File: src/rtl/sbpd_pkg.sv
`timescale 1ns / 1ps
// ----------------------------------------------------------------------------
// sbpd_pkg
// Shared types, codes and helpers for the side-band pack demultiplexer.
// ----------------------------------------------------------------------------
package sbpd_pkg;

  localparam int LenWidth = 16;

  typedef enum logic [1:0] {
    KIND_PACK     = 2'd0,
    KIND_PROGRESS = 2'd1,
    KIND_REMOTE   = 2'd2,
    KIND_STATUS   = 2'd3
  } sbpd_kind_t;

  typedef enum logic [1:0] {
    STATUS_DONE      = 2'd0,
    STATUS_BAD_FRAME = 2'd1,
    STATUS_REMOTE    = 2'd2,
    STATUS_NO_PACK   = 2'd3
  } sbpd_status_t;

  typedef enum logic [1:0] {
    CLASS_NONE     = 2'd0,
    CLASS_PACK     = 2'd1,
    CLASS_PROGRESS = 2'd2,
    CLASS_REMOTE   = 2'd3
  } sbpd_class_t;

  localparam logic [2:0] PosDropped = 3'd7;
  localparam logic [2:0] PosMagicLen = 3'd4;

  localparam logic [7:0] PACK_MAGIC [4] = '{8'h50, 8'h41, 8'h43, 8'h4B};

  // Results caused by one accepted byte: an optional burst of the four magic
  // bytes, an optional data byte, and an optional closing status.
  typedef struct packed {
    logic         pack4;
    logic         has_data;
    sbpd_kind_t   data_kind;
    logic [7:0]   data_value;
    logic         has_status;
    sbpd_status_t status;
  } sbpd_event_t;

  typedef struct packed {
    logic       ok;
    logic [3:0] digit;
  } sbpd_hex_t;

  function automatic sbpd_hex_t hex_decode(input logic [7:0] b);
    sbpd_hex_t r;
    r.ok    = 1'b1;
    r.digit = 4'd0;
    if (b >= 8'h30 && b <= 8'h39) begin
      r.digit = 4'(b - 8'h30);
    end else if (b >= 8'h41 && b <= 8'h46) begin
      r.digit = 4'(b - 8'h37);
    end else if (b >= 8'h61 && b <= 8'h66) begin
      r.digit = 4'(b - 8'h57);
    end else begin
      r.ok = 1'b0;
    end
    return r;
  endfunction

endpackage

File: src/rtl/sbpd_parser.sv
`timescale 1ns / 1ps
// ----------------------------------------------------------------------------
// sbpd_parser
// Frame parser: header decode, payload classification and status decisions.
// ----------------------------------------------------------------------------
module sbpd_parser
  import sbpd_pkg::*;
(
  input  logic        clk,
  input  logic        rst_n,
  input  logic        in_valid,
  output logic        in_stall,
  input  logic [7:0]  in_data_byte,
  input  logic        in_end_of_response,
  input  logic        ev_ready,
  output logic        ev_valid,
  output sbpd_event_t ev
);

  logic [1:0]          header_count_r, header_count_nxt;
  logic [LenWidth-1:0] length_accum_r, length_accum_nxt;
  logic [LenWidth-1:0] bytes_left_r, bytes_left_nxt;
  logic [2:0]          payload_pos_r, payload_pos_nxt;
  sbpd_class_t         payload_class_r, payload_class_nxt;
  logic                pack_seen_r, pack_seen_nxt;
  logic                halted_r, halted_nxt;

  logic                in_xfer;
  sbpd_hex_t           hex;
  logic [LenWidth-1:0] frame_len;

  assign in_stall = !ev_ready;
  assign in_xfer  = in_valid && ev_ready;
  assign hex      = hex_decode(in_data_byte);
  assign frame_len = {length_accum_r[LenWidth-5:0], hex.digit};

  always_comb begin
    header_count_nxt  = header_count_r;
    length_accum_nxt  = length_accum_r;
    bytes_left_nxt    = bytes_left_r;
    payload_pos_nxt   = payload_pos_r;
    payload_class_nxt = payload_class_r;
    pack_seen_nxt     = pack_seen_r;
    halted_nxt        = halted_r;
    ev                = '0;
    ev.data_kind      = KIND_PACK;
    ev.status         = STATUS_DONE;

    if (halted_r) begin
      if (in_end_of_response) begin
        halted_nxt = 1'b0;
      end
    end else begin
      if (bytes_left_r != '0) begin
        unique case (payload_class_r)
          CLASS_NONE: begin
            if (payload_pos_r == 3'd0 && in_data_byte >= 8'd1 && in_data_byte <= 8'd3) begin
              payload_class_nxt = sbpd_class_t'(in_data_byte[1:0]);
              payload_pos_nxt   = 3'd1;
            end else if (payload_pos_r < PosMagicLen &&
                         in_data_byte == PACK_MAGIC[payload_pos_r[1:0]]) begin
              payload_pos_nxt = payload_pos_r + 3'd1;
              if (payload_pos_r == PosMagicLen - 3'd1) begin
                ev.pack4          = 1'b1;
                payload_class_nxt = CLASS_PACK;
                pack_seen_nxt     = 1'b1;
              end
            end else begin
              payload_pos_nxt = PosDropped;
            end
          end
          CLASS_PACK: begin
            ev.has_data   = 1'b1;
            ev.data_kind  = KIND_PACK;
            pack_seen_nxt = 1'b1;
          end
          CLASS_PROGRESS: begin
            ev.has_data  = 1'b1;
            ev.data_kind = KIND_PROGRESS;
          end
          CLASS_REMOTE: begin
            ev.has_data  = 1'b1;
            ev.data_kind = KIND_REMOTE;
          end
          default: begin
            ev.has_data = 1'b0;
          end
        endcase
        ev.data_value  = in_data_byte;
        bytes_left_nxt = bytes_left_r - LenWidth'(1);
        if (bytes_left_r == LenWidth'(1)) begin
          if (payload_class_nxt == CLASS_REMOTE) begin
            ev.has_status = 1'b1;
            ev.status     = STATUS_REMOTE;
          end
          payload_class_nxt = CLASS_NONE;
          payload_pos_nxt   = 3'd0;
        end
      end else begin
        if (!hex.ok) begin
          ev.has_status = 1'b1;
          ev.status     = STATUS_BAD_FRAME;
        end else if (header_count_r == 2'd3) begin
          header_count_nxt = 2'd0;
          length_accum_nxt = '0;
          if (frame_len >= LenWidth'(1) && frame_len <= LenWidth'(3)) begin
            ev.has_status = 1'b1;
            ev.status     = STATUS_BAD_FRAME;
          end else if (frame_len > LenWidth'(4)) begin
            bytes_left_nxt    = frame_len - LenWidth'(4);
            payload_pos_nxt   = 3'd0;
            payload_class_nxt = CLASS_NONE;
          end
        end else begin
          header_count_nxt = header_count_r + 2'd1;
          length_accum_nxt = frame_len;
        end
      end

      if (!ev.has_status && in_end_of_response) begin
        ev.has_status = 1'b1;
        if (header_count_nxt != 2'd0 || bytes_left_nxt != '0) begin
          ev.status = STATUS_BAD_FRAME;
        end else if (pack_seen_nxt) begin
          ev.status = STATUS_DONE;
        end else begin
          ev.status = STATUS_NO_PACK;
        end
      end

      if (ev.has_status) begin
        header_count_nxt  = 2'd0;
        length_accum_nxt  = '0;
        bytes_left_nxt    = '0;
        payload_pos_nxt   = 3'd0;
        payload_class_nxt = CLASS_NONE;
        pack_seen_nxt     = 1'b0;
        halted_nxt        = !in_end_of_response;
      end
    end

    if (halted_r && in_end_of_response) begin
      header_count_nxt  = 2'd0;
      length_accum_nxt  = '0;
      bytes_left_nxt    = '0;
      payload_pos_nxt   = 3'd0;
      payload_class_nxt = CLASS_NONE;
      pack_seen_nxt     = 1'b0;
    end
  end

  assign ev_valid = in_xfer && (ev.pack4 || ev.has_data || ev.has_status);

  always_ff @(posedge clk) begin
    if (!rst_n) begin
      header_count_r  <= 2'd0;
      length_accum_r  <= '0;
      bytes_left_r    <= '0;
      payload_pos_r   <= 3'd0;
      payload_class_r <= CLASS_NONE;
      pack_seen_r     <= 1'b0;
      halted_r        <= 1'b0;
    end else if (in_xfer) begin
      header_count_r  <= header_count_nxt;
      length_accum_r  <= length_accum_nxt;
      bytes_left_r    <= bytes_left_nxt;
      payload_pos_r   <= payload_pos_nxt;
      payload_class_r <= payload_class_nxt;
      pack_seen_r     <= pack_seen_nxt;
      halted_r        <= halted_nxt;
    end
  end

`ifndef SYNTH
  a_halted_idle: assert property (@(posedge clk) disable iff (!rst_n)
    halted_r |-> (bytes_left_r == '0 && header_count_r == 2'd0 && !pack_seen_r))
    else $error("parser halted with frame state still live");

  a_class_in_payload: assert property (@(posedge clk) disable iff (!rst_n)
    (payload_class_r != CLASS_NONE) |-> (bytes_left_r != '0))
    else $error("payload class set outside a payload");

  a_status_halts: assert property (@(posedge clk) disable iff (!rst_n)
    (ev_valid && ev.has_status && !in_end_of_response) |=> halted_r)
    else $error("error status did not halt the parser");
`endif

endmodule

File: src/rtl/sbpd_serializer.sv
`timescale 1ns / 1ps
// ----------------------------------------------------------------------------
// sbpd_serializer
// Result register that expands one parser event into its output transfers.
// ----------------------------------------------------------------------------
module sbpd_serializer
  import sbpd_pkg::*;
(
  input  logic        clk,
  input  logic        rst_n,
  input  logic        ev_valid,
  input  sbpd_event_t ev,
  output logic        ev_ready,
  output logic        out_valid,
  input  logic        out_stall,
  output logic [1:0]  out_kind,
  output logic [7:0]  out_value,
  output logic [1:0]  out_status,
  output logic        out_last
);

  logic        valid_r;
  sbpd_event_t cur_r;
  logic [1:0]  idx_r;

  logic out_xfer;
  logic pack_phase;
  logic data_phase;
  logic final_item;

  assign pack_phase = cur_r.pack4;
  assign data_phase = !cur_r.pack4 && cur_r.has_data;
  assign final_item = (pack_phase && idx_r == 2'd3 && !cur_r.has_status) ||
                      (data_phase && !cur_r.has_status) ||
                      (!pack_phase && !data_phase);

  assign out_valid = valid_r;
  assign out_xfer  = valid_r && !out_stall;
  assign ev_ready  = !valid_r || (out_xfer && final_item);

  always_comb begin
    if (pack_phase) begin
      out_kind   = KIND_PACK;
      out_value  = PACK_MAGIC[idx_r];
      out_status = STATUS_DONE;
      out_last   = 1'b0;
    end else if (data_phase) begin
      out_kind   = cur_r.data_kind;
      out_value  = cur_r.data_value;
      out_status = STATUS_DONE;
      out_last   = 1'b0;
    end else begin
      out_kind   = KIND_STATUS;
      out_value  = 8'd0;
      out_status = cur_r.status;
      out_last   = 1'b1;
    end
  end

  always_ff @(posedge clk) begin
    if (!rst_n) begin
      valid_r <= 1'b0;
      idx_r   <= 2'd0;
    end else if (ev_ready) begin
      valid_r <= ev_valid;
      idx_r   <= 2'd0;
    end else if (out_xfer && pack_phase) begin
      idx_r <= idx_r + 2'd1;
    end
  end

  always_ff @(posedge clk) begin
    if (ev_ready) begin
      cur_r <= ev;
    end else if (out_xfer) begin
      if (pack_phase && idx_r == 2'd3) begin
        cur_r.pack4 <= 1'b0;
      end else if (data_phase) begin
        cur_r.has_data <= 1'b0;
      end
    end
  end

`ifndef SYNTH
  a_last_is_status: assert property (@(posedge clk) disable iff (!rst_n)
    (out_valid && out_last) |-> (out_kind == KIND_STATUS && out_value == 8'd0))
    else $error("last flag on a data transfer");

  a_push_only_when_ready: assert property (@(posedge clk) disable iff (!rst_n)
    ev_valid |-> ev_ready)
    else $error("event pushed into a busy result register");

  a_drain_after_final: assert property (@(posedge clk) disable iff (!rst_n)
    (out_xfer && final_item && !ev_valid) |=> !out_valid)
    else $error("result register did not empty after its final transfer");
`endif

endmodule

File: src/rtl/sideband_pack_demux.sv
`timescale 1ns / 1ps
// ----------------------------------------------------------------------------
// sideband_pack_demux
// Byte-serial pkt-line side-band demultiplexer for an upload-pack response.
// ----------------------------------------------------------------------------
//  Channel  Direction  Handshake           Payload
//  in_      input      in_valid/in_stall   data_byte[7:0], end_of_response
//  out_     output     out_valid/out_stall kind[1:0], value[7:0], status[1:0], last
//
// A byte is parsed in the cycle it is accepted and its first result is offered
// in the next cycle, so bytes with at most one transfer flow one per cycle while out_stall is low.
// A byte with more than one transfer stalls the input until its last transfer
// is taken: two transfers for a data byte that also closes the response, four or
// five for the byte that completes the "PACK" prefix.
// Reset is synchronous and needs no clearing pass.
// in_stall follows out_stall combinationally while the last transfer of a byte waits.
// ----------------------------------------------------------------------------
module sideband_pack_demux
  import sbpd_pkg::*;
(
  input  logic       clk,
  input  logic       rst_n,
  input  logic       in_valid,
  output logic       in_stall,
  input  logic [7:0] in_data_byte,
  input  logic       in_end_of_response,
  output logic       out_valid,
  input  logic       out_stall,
  output logic [1:0] out_kind,
  output logic [7:0] out_value,
  output logic [1:0] out_status,
  output logic       out_last
);

  logic        ev_valid;
  logic        ev_ready;
  sbpd_event_t ev;

  sbpd_parser u_parser (
    .clk                (clk),
    .rst_n              (rst_n),
    .in_valid           (in_valid),
    .in_stall           (in_stall),
    .in_data_byte       (in_data_byte),
    .in_end_of_response (in_end_of_response),
    .ev_ready           (ev_ready),
    .ev_valid           (ev_valid),
    .ev                 (ev)
  );

  sbpd_serializer u_serializer (
    .clk        (clk),
    .rst_n      (rst_n),
    .ev_valid   (ev_valid),
    .ev         (ev),
    .ev_ready   (ev_ready),
    .out_valid  (out_valid),
    .out_stall  (out_stall),
    .out_kind   (out_kind),
    .out_value  (out_value),
    .out_status (out_status),
    .out_last   (out_last)
  );

endmodule
File: config.mk
export PLATFORM = sky130hd
export DESIGN_NAME = sideband_pack_demux
export DESIGN_NICKNAME = d
export VERILOG_FILES = /design/src/rtl/sbpd_pkg.sv /design/src/rtl/sbpd_parser.sv /design/src/rtl/sbpd_serializer.sv /design/src/rtl/sideband_pack_demux.sv
export SDC_FILE = /design/constraint.sdc
export NUM_CORES = 1
export LEC_CHECK = 0
export BUFFER_PORTS_ARGS = -buffer_cell sky130_fd_sc_hd__buf_2
export CAP_MARGIN = 20
export CELL_PAD_IN_SITES_DETAIL_PLACEMENT = 1
export CELL_PAD_IN_SITES_GLOBAL_PLACEMENT = 2
export CORE_MARGIN = 2
export CORE_UTILIZATION = 39
export DETAILED_ROUTE_END_ITERATION = 8
export PLACE_DENSITY = 0.84
export SLEW_MARGIN = 10
export SYNTH_ARGS = -nofsm -noshare
export SYNTH_HDL_FRONTEND = slang
export SYNTH_SLANG_ARGS = --single-unit
File: constraint.sdc
create_clock -name clk -period 10.03 [get_ports clk]
set_input_delay 2.006 -clock clk [delete_from_list [all_inputs] [get_ports clk]]
set_output_delay 2.006 -clock clk [all_outputs]
set_load 0.005 [all_outputs]
==> out/summary.md <==
* **root buf cell** clkbuf_8
* **number of diodes added for antenna fixing** 0
* **post-synth top area share** 0.204
* **met3 routing resource usage after global routing** 0.0326
* **number of synthesized flops with an enable pin** 15
* **number of slew-limit violations in the final report** 0
* **vias in the first global route** 3687
* **DRC violations left** 0
* **clock input transition at the sequential cells of the worst setup and hold paths** 120 ps
* **post-synth cell types** 69
* **count of port buffers added during placement** 27
* **global routing usage summed across all routing layers** 0.224
* **clock tree from TritonCTS** done
* **buffers inserted by post-CTS timing repair** 0
* **share of flip-flops with an asynchronous set or reset** 0
* **run status** complete, no violations
* **maximum number of pins on one net before global-route repair** 43
* **Post-DP HPWL** 8.81 mm
* **initial cell density of the core** 0.402
* **post-synthesis register bit count** 55
* **met2 Use GR** 0.351
* **y dimension of the die** 104 um
* **VDD IR max** 0.0000593 V
* **Post-Synthesis Cells** 490
* **total power per unit cell area** 102 nW/um^2
* **number of I/O pins** 28
* **TritonCTS buffer count** 5
* **most used standard cells in the synthesized netlist** nand2_1, dfxtp_1, o21ai_0, nor2_1, inv_1
* **clock latency on the worst-skew pair** 340 ps
* **Worst slew margin** 0.434
* **final clock period utilization by the worst path** 0.632
* **fraction of final layout cells sized beyond drive strength 1** 0.114
* **post-synth top area cell** dfxtp_1
* **signed area change from the synthesized netlist to the final layout** 8.89%
* **number of instances resized during post-cts repair** 0
* **Final Hold Fails** 0
* **Post-Syn Nets** 518
* **Final ANT Viol Nets** 0
* **final layout net count** 534
* **CTS max path bufs** 2
* **horizontal die dimension** 104 um
* **critical path data arrival time** 6540 ps
* **top cells by area, synth** dfxtp_1, edfxtp_1, nand2_1, o21ai_0, ha_1
* **average size of a mapped cell** 8.02 um^2
* **Achievable Freq** 158 MHz
* **first-iteration detailed-routing DRC count** 207
* **first-pass GRT wire length** 19.9 mm
* **number of H-tree levels** 2
* **data required time at the worst endpoint** 10230 ps
* **setup repair after global routing missed its margin** no
* **setup-violating endpoint count in the final report** 0
* **Worst Setup Start Kind** input port
* **transition time at the pin with the least slew margin** 850 ps
* **Mapped Area** 3930 um^2
* **wire length per cell** 18.2 um
* **min-delay worst type** flop to flop
* **WL final** 11.7 mm
* **via density per instance** 5.76
* **top-count cell post-synth** nand2_1
* **vias after detailed routing** 3684
* **worst slack at placement** 3380 ps
* **DRT Pass-1 Iters** 4
* **Synth warnings** 0
* **start-to-end type of the worst setup path** input port to flop
* **peak fanout along the critical path** 19
* **top_reg_cell synth** dfxtp_1
* **remaining global-route overflow** 0
* **shortest period the worst path allows** 6340 ps
* **gr busiest metal** met2
* **number of placement rows** 36
* **Final GP Congestion** 0.896
* **register area share after synthesis** 0.318
* **Die Footprint** 10900 um^2
* **clock tree skew after final layout** 20.3 ps
* **clock sink count** 55
* **placeable core area** 9770 um^2
* **capturing element type of the critical path** flop
* **max-capacitance violation count** 0
* **Total Negative Setup Slacks** 0 ps
* **number of antenna violations at the first check in global routing** 0
* **CTS Hold Buffers Added** 0
* **final critical-path setup slack** 3690 ps
* **Leakage Power** 1.66 nW
* **met1 Track Usage GR** 0.323
[flip-flops by register name, indices dropped and copies added (netlist names)]
register,count
u_parser.bytes_left_r,16
u_parser.halted_r,1
u_parser.header_count_r,2
u_parser.length_accum_r,12
u_parser.pack_seen_r,1
u_parser.payload_class_r,2
u_parser.payload_pos_r,3
u_serializer.cur_r,14
u_serializer.idx_r,2
u_serializer.out_valid,1
u_serializer.pack_phase,1
[cells by family after synthesis]
| family | after synthesis | share of synthesized area |
|---|---|---|
| AND/OR/NAND/NOR | 218 | 0.305 |
| XOR/XNOR | 19 | 0.0424 |
| adder cells (fa/ha/maj) | 15 | 0.0478 |
| flip-flops | 55 | 0.318 |
| AO/OA/AOI/OAI | 135 | 0.232 |
| multiplexers | 3 | 0.00796 |
| buffers and inverters | 45 | 0.0465 |
[area by class of cell]
type                    instances  area, um^2
clock buffers                   5        68.8
clock inverters                 3        31.3
fillers                      1203        5500
inverters                      22        82.6
multi-input cells             390        2500
flip-flops and latches         55        1250
well taps                     133         166
repair buffers                 32         176
[report_power, final]
| part | total [W] | internal, W | switching [W] |
|---|---|---|---|
| logic | 0.0000574 | 0.0000201 | 0.0000373 |
| clock network | 0.000141 | 0.0000534 | 0.0000879 |
| registers | 0.000239 | 0.000234 | 0.00000465 |
[cells in the final DEF (no fill, tap or decap), types with 5 or more instances in the layout]
master	netlist	final
dfxtp_1	40	40
xnor2_1	10	10
nor3b_1	7	7
a22oi_1	10	10
and2_1	14	14
nand3_1	16	16
nor2_1	39	39
ha_1	15	15
a31oi_1	7	6
nand2_1	56	56
nor4_1	12	12
a21oi_1	20	20
buf_2	2	27
nor2b_1	15	15
o21ai_0	40	40
nor3_1	15	15
xor2_1	9	9
inv_1	22	22
nand2b_1	6	6
nand4_1	6	6
o211ai_1	5	5
nor4_2	5	5
or4_1	5	5
clkbuf_8	0	5
edfxtp_1	15	15
[through the flow]
stage | instance area [um^2] | std cells | util | hold WS (ps) | total power, W
floorplan | 3930 | 490 | - | 461 | 0.000279
global placement | 4170 | 631 | 0.426 | 478 | 0.000298
detailed placement | 4170 | 631 | 0.426 | 494 | 0.000300
CTS | 4270 | 639 | 0.437 | 511 | 0.000443
global route | 4280 | 640 | 0.438 | 546 | 0.000460
finish | 4280 | 640 | 0.438 | 502 | 0.000437
[critical path, stage by stage]
cell and delay [ps]:
buf_2 220, inv_1 130, ha_1 250, o21bai_1 250, a21oi_2 160, a41oi_2 710, nor2_1 250, inv_1 110
ha_1 260, nand2b_1 100, o21ai_1 460, o31ai_1 280, o211a_1 220, nor4_2 230, o2111ai_1 190, or4_1 560
a21oi_1 150
[worst paths after layout]
path	end	start	cells past startpoint	slack, ps
worst max-delay path	u_serializer.cur_r[1]$_SDFFCE_PP0N_	in_data_byte[0]	17	3690
worst min register to register	u_parser.length_accum_r[10]$_SDFFE_PN0P_	u_parser.length_accum_r[10]$_SDFFE_PN0P_	2	500
worst min-delay path	u_parser.length_accum_r[10]$_SDFFE_PN0P_	u_parser.length_accum_r[10]$_SDFFE_PN0P_	2	500
worst max register to register	u_serializer.cur_r[1]$_SDFFCE_PP0N_	u_parser.bytes_left_r[0]$_SDFFE_PN0P_	10	6200
[routing by layer]
layer	up-vias	routed length, um
met1	1771	5890
met5	-	0
li1	1832	-
met4	0	165
met2	66	5200
met3	15	412
No activity file was read; power rests on OpenSTA's default activity.
